===== config.mk =====
export PLATFORM = sky130hd
export DESIGN_NAME = tt_clear_ctl
export DESIGN_NICKNAME = d
export VERILOG_FILES = /design/src/hw/rtl/tt_pkg.sv /design/src/hw/rtl/tt_clear_ctl.sv
export SDC_FILE = /design/constraint.sdc
export NUM_CORES = 1
export LEC_CHECK = 0
export BUFFER_PORTS_ARGS = -buffer_cell sky130_fd_sc_hd__buf_2
export CAP_MARGIN = 20
export CORE_MARGIN = 8
export CORE_UTILIZATION = 44
export DETAILED_ROUTE_END_ITERATION = 6
export PLACE_DENSITY = 0.68
export SLEW_MARGIN = 40
export SYNTH_ARGS = -nofsm -noshare
export SYNTH_HDL_FRONTEND = slang
export SYNTH_SLANG_ARGS = --single-unit

===== constraint.sdc =====
create_clock -name clock -period 1.7 [get_ports clock]
set_input_delay 0.34 -clock clock [delete_from_list [all_inputs] [get_ports clock]]
set_output_delay 0.34 -clock clock [all_outputs]
set_load 0.005 [all_outputs]

===== src/hw/rtl/tt_pkg.sv =====
// Shared types and constants for the transposition table core.
// No dependencies; used by the interfaces, the clear sequencer and the top.
package tt_pkg;

   localparam int unsigned INDEX_W = 18;
   localparam int unsigned KEY_W   = 64;
   localparam int unsigned MOVE_W  = 16;
   localparam int unsigned SCORE_W = 16;
   localparam int unsigned WIN_W   = 17;
   localparam int unsigned DEPTH_W = 8;
   localparam int unsigned LIMIT_W = 15;

   localparam logic [LIMIT_W-1:0] SCORE_LIMIT_RESET = LIMIT_W'(32000);
   localparam logic [INDEX_W-1:0] LAST_INDEX        = {INDEX_W{1'b1}};

   typedef enum logic [1:0] {
      CMD_PROBE = 2'd0,
      CMD_STORE = 2'd1,
      CMD_CLEAR = 2'd2,
      CMD_NOP   = 2'd3
   } cmd_type;

   typedef enum logic [1:0] {
      BOUND_NONE  = 2'd0,
      BOUND_EXACT = 2'd1,
      BOUND_LOWER = 2'd2,
      BOUND_UPPER = 2'd3
   } bound_type;

   typedef enum logic {
      CLR_RUN   = 1'b0,
      CLR_SWEEP = 1'b1
   } clr_state_type;

   typedef struct packed {
      logic [KEY_W-1:0]          key;
      logic signed [SCORE_W-1:0] score;
      logic signed [DEPTH_W-1:0] depth;
      logic [MOVE_W-1:0]         move;
      bound_type                 bound;
   } entry_type;

   localparam int unsigned ENTRY_W = $bits(entry_type);

   typedef struct packed {
      logic               busy;
      logic               wr_en;
      logic [INDEX_W-1:0] wr_addr;
   } clr_ctl_type;

endpackage


===== src/hw/rtl/tt_clear_ctl.sv =====
// Clear sequencer: walks every table slot once, writing an empty entry.
// Runs after reset and after a clear command. Depends on tt_pkg.
module tt_clear_ctl (
   input  logic                clock,
   input  logic                reset,
   input  logic                start,
   output tt_pkg::clr_ctl_type ctl
);

   tt_pkg::clr_state_type        state_ff, state_in;
   logic [tt_pkg::INDEX_W-1:0]   idx_ff, idx_in;

   always_ff @(posedge clock) begin
      if (reset) begin
         state_ff <= tt_pkg::CLR_SWEEP;
         idx_ff   <= '0;
      end else begin
         state_ff <= state_in;
         idx_ff   <= idx_in;
      end
   end

   always_comb begin
      state_in    = state_ff;
      idx_in      = idx_ff;
      ctl.busy    = 1'b0;
      ctl.wr_en   = 1'b0;
      ctl.wr_addr = idx_ff;
      unique case (state_ff)
         tt_pkg::CLR_RUN: begin
            idx_in = '0;
            if (start) begin
               state_in = tt_pkg::CLR_SWEEP;
            end
         end
         tt_pkg::CLR_SWEEP: begin
            ctl.busy  = 1'b1;
            ctl.wr_en = 1'b1;
            if (idx_ff == tt_pkg::LAST_INDEX) begin
               state_in = tt_pkg::CLR_RUN;
               idx_in   = '0;
            end else begin
               idx_in = idx_ff + 1'b1;
            end
         end
         default: begin
            state_in = tt_pkg::CLR_RUN;
         end
      endcase
   end

endmodule


==> results.yml <==
yosys:
  seq_area_frac_synth_pct: 41.4
  async_reset_ff_share_pct: 0
  syn_inst: 97
  ys_ff_latch: 19
  synth.cell_area_um2: 918
  synth_common_cells: "nor2_1 (21), dfxtp_1 (19), xnor2_1 (12)"
  postSynthAreaPerCell_um2: 9.47
  yosysTopAreaCellShare_pct: 41.4
  synth_cell_types: 27
  ys.warnings.count: 0
  yosysTopAreaCell: "dfxtp_1"
  synth_most_common_cell: "nor2_1"
  synth_flop_cell: "dfxtp_1"
  synth-edff-count: 0
  synthTopCellsByArea: "dfxtp_1 (41%), xnor2_1 (11%), nor2_1 (8.6%)"
  synth_fp_nets: 101
layout:
  area_growth_pct: 24.5
  diodes: 0
  nets: 135
  final_cell_area_um2: 1140
  fillCellCount: 205
  drive_above_1_share_pct: 33.8
setup_path:
  cp-start-kind: "flop"
  crit_chain: "ha_2 -> nand3_1 -> nor4_4 -> a31o_4 -> nor2_1"
  slowest_delay_ps: 390
  path_class: "reg -> reg"
  arrival_ps: 1760
  cpMaxStageDelayCell: "dfxtp_2"
  cp_max_fo: 8
  worstPathRequired_ps: 1890
  cp-end-kind: "flop"
floorplan:
  chipHeight_um: 61.7
  dieArea_um2: 3810
  rows: 16
  initial_utilization_pct: 46.8
  core-area_um2: 1960
  pin_count: 23
  die_w_um: 61.7
sta:
  max_slew_margin_pct: 76.7
  fin_crit_ps: 1570
  max_freq_ghz: 0.636
  finalHoldViolCount: 0
  whs_ps: 264
  setup_viol: 0
  rsz0062_at_grt: "false"
  fin_crit_sh_pct: 92.5
  fin_skew_ps: 3.74
  worst_pin_slew_ps: 346
  tns_ps: 0
  slew_violations: 0
grt:
  gr-usage-all-layers_pct: 11.7
  grt_pass1_wl_um: 3350
  grt_pass1_vias: 783
  grt.overflow.total: 0
  antenna_found_initial: 0
  grt_max_degree: 17
route:
  drt-pass1-iter-count: 4
  dr_total_vias: 793
  routed_wl_um: 2150
  drt_iter0_drc: 8
  drtAntennaViolNets: 0
  post-route-drc-count: 0
  viasPerCell: 5.05
  avgRoutedWirePerCell_um: 13.7
min_path:
  min_path_type: "in -> reg"
outcome:
  status: "completed"
clocking:
  clock_tree.buffer_depth: 2
  clock_latency_ps: 290
  clk_pin_slew_ps: 90
  cts_inserted_buffers: 3
  cts_hold_buf: 0
  ctsHtreeMaxLevel: 1
  cts-root-buf: "clkbuf_4"
  cts_sinks: 19
  cts_tree: "yes"
placed_design:
  gp_congestion: 0.791
  io_buffers: 22
  place_area_um2: 1090
  hpwlAfterDp_um: 1580
run:
  cap_violations: 0
power_and_ir_drop:
  powerDensity_nw_per_um2: 629
  peakVddDrop_v: 0.000521
  cellLeakagePower_nw: 0.486
## cells in the final DEF, fill, tap and decap left out, types with 2 or more instances in the layout
cell,instances
nand3_1,7
buf_4,10
nor3_1,4
inv_1,5
xnor2_1,12
nand4_1,5
dfxtp_1,18
nor4_4,2
clkbuf_4,3
xor2_1,3
a31o_4,2
nor2_1,21
buf_2,22
## routing by layer
layer	track usage (%)	share of wire [%]
met2	19.4	50
met1	13.5	43
met4	6.49	0.70
met3	2.51	5.5
met5	0	0
## repair_timing
item,4_1_cts,5_1_grt
gates resized for setup,0,3
setup endpoints to repair,0,16
setup buffers,0,1
## flip-flops by register name, indices dropped and copies added (netlist names)
register  flops
idx_ff       18
state_ff      1
## critical path: cells and delay by family, from the launching register on
kind / cells / cell delay (ps)
fa+ha+maj: 1 / 230
simple gates: 3 / 570
compound gates: 1 / 270
flops: 1 / 390
## layout make-up
cell class / instances / area (um2) / share of cell area [%]
Clock buffer: 4 / 26.3 / 2.30
Inverter: 5 / 18.8 / 1.64
Multi-Input combinational cell: 70 / 498 / 43.5
Sequential cell: 19 / 382 / 33.4
Tap cell: 27 / 33.8 / 2.95
Timing Repair Buffer: 32 / 185 / 16.2
## worst paths after layout
kind              slack [ps]            startpoint  cells after the start                    end
hold / removal           260                 reset                      2    state_ff$_SDFF_PP1_
setup reg to reg         130  idx_ff[1]$_SDFF_PP0_                      5  idx_ff[16]$_SDFF_PP0_
setup / recovery         130  idx_ff[1]$_SDFF_PP0_                      5  idx_ff[16]$_SDFF_PP0_
hold reg to reg          570  idx_ff[0]$_SDFF_PP0_                      2   idx_ff[0]$_SDFF_PP0_
## metrics by stage
stage                     total power, mW  cells  setup WS, ps  util (%)
after floorplan                     0.493     97          77.0         -
after CTS                           0.724    155          60.5      56.8
after global routing                0.755    157          47.6      58.3
after global placement              0.504    151           191      55.5
final                               0.719    157           127      58.3
after detailed placement            0.506    151          75.7      55.5
## power by group
part	internal, mW	total, mW	switching, mW
combinational	0.0191	0.0399	0.0208
clock	0.0913	0.219	0.128
sequential	0.452	0.460	0.00846
total	0.562	0.719	0.157
## logic make-up (layout without fill, tap and decap cells)
logic type / Yosys count / count (layout) / synth area share (%)
AO/OA/AOI/OAI: 4 / 5 / 4.22
XOR/XNOR: 15 / 15 / 14.3
adder cells (fa/ha/maj): 1 / 1 / 1.36
buffers and inverters: 9 / 41 / 6.54
flip-flops: 19 / 19 / 41.4
AND/OR/NAND/NOR: 49 / 49 / 32.2
No activity file was read; power rests on OpenSTA's default activity.
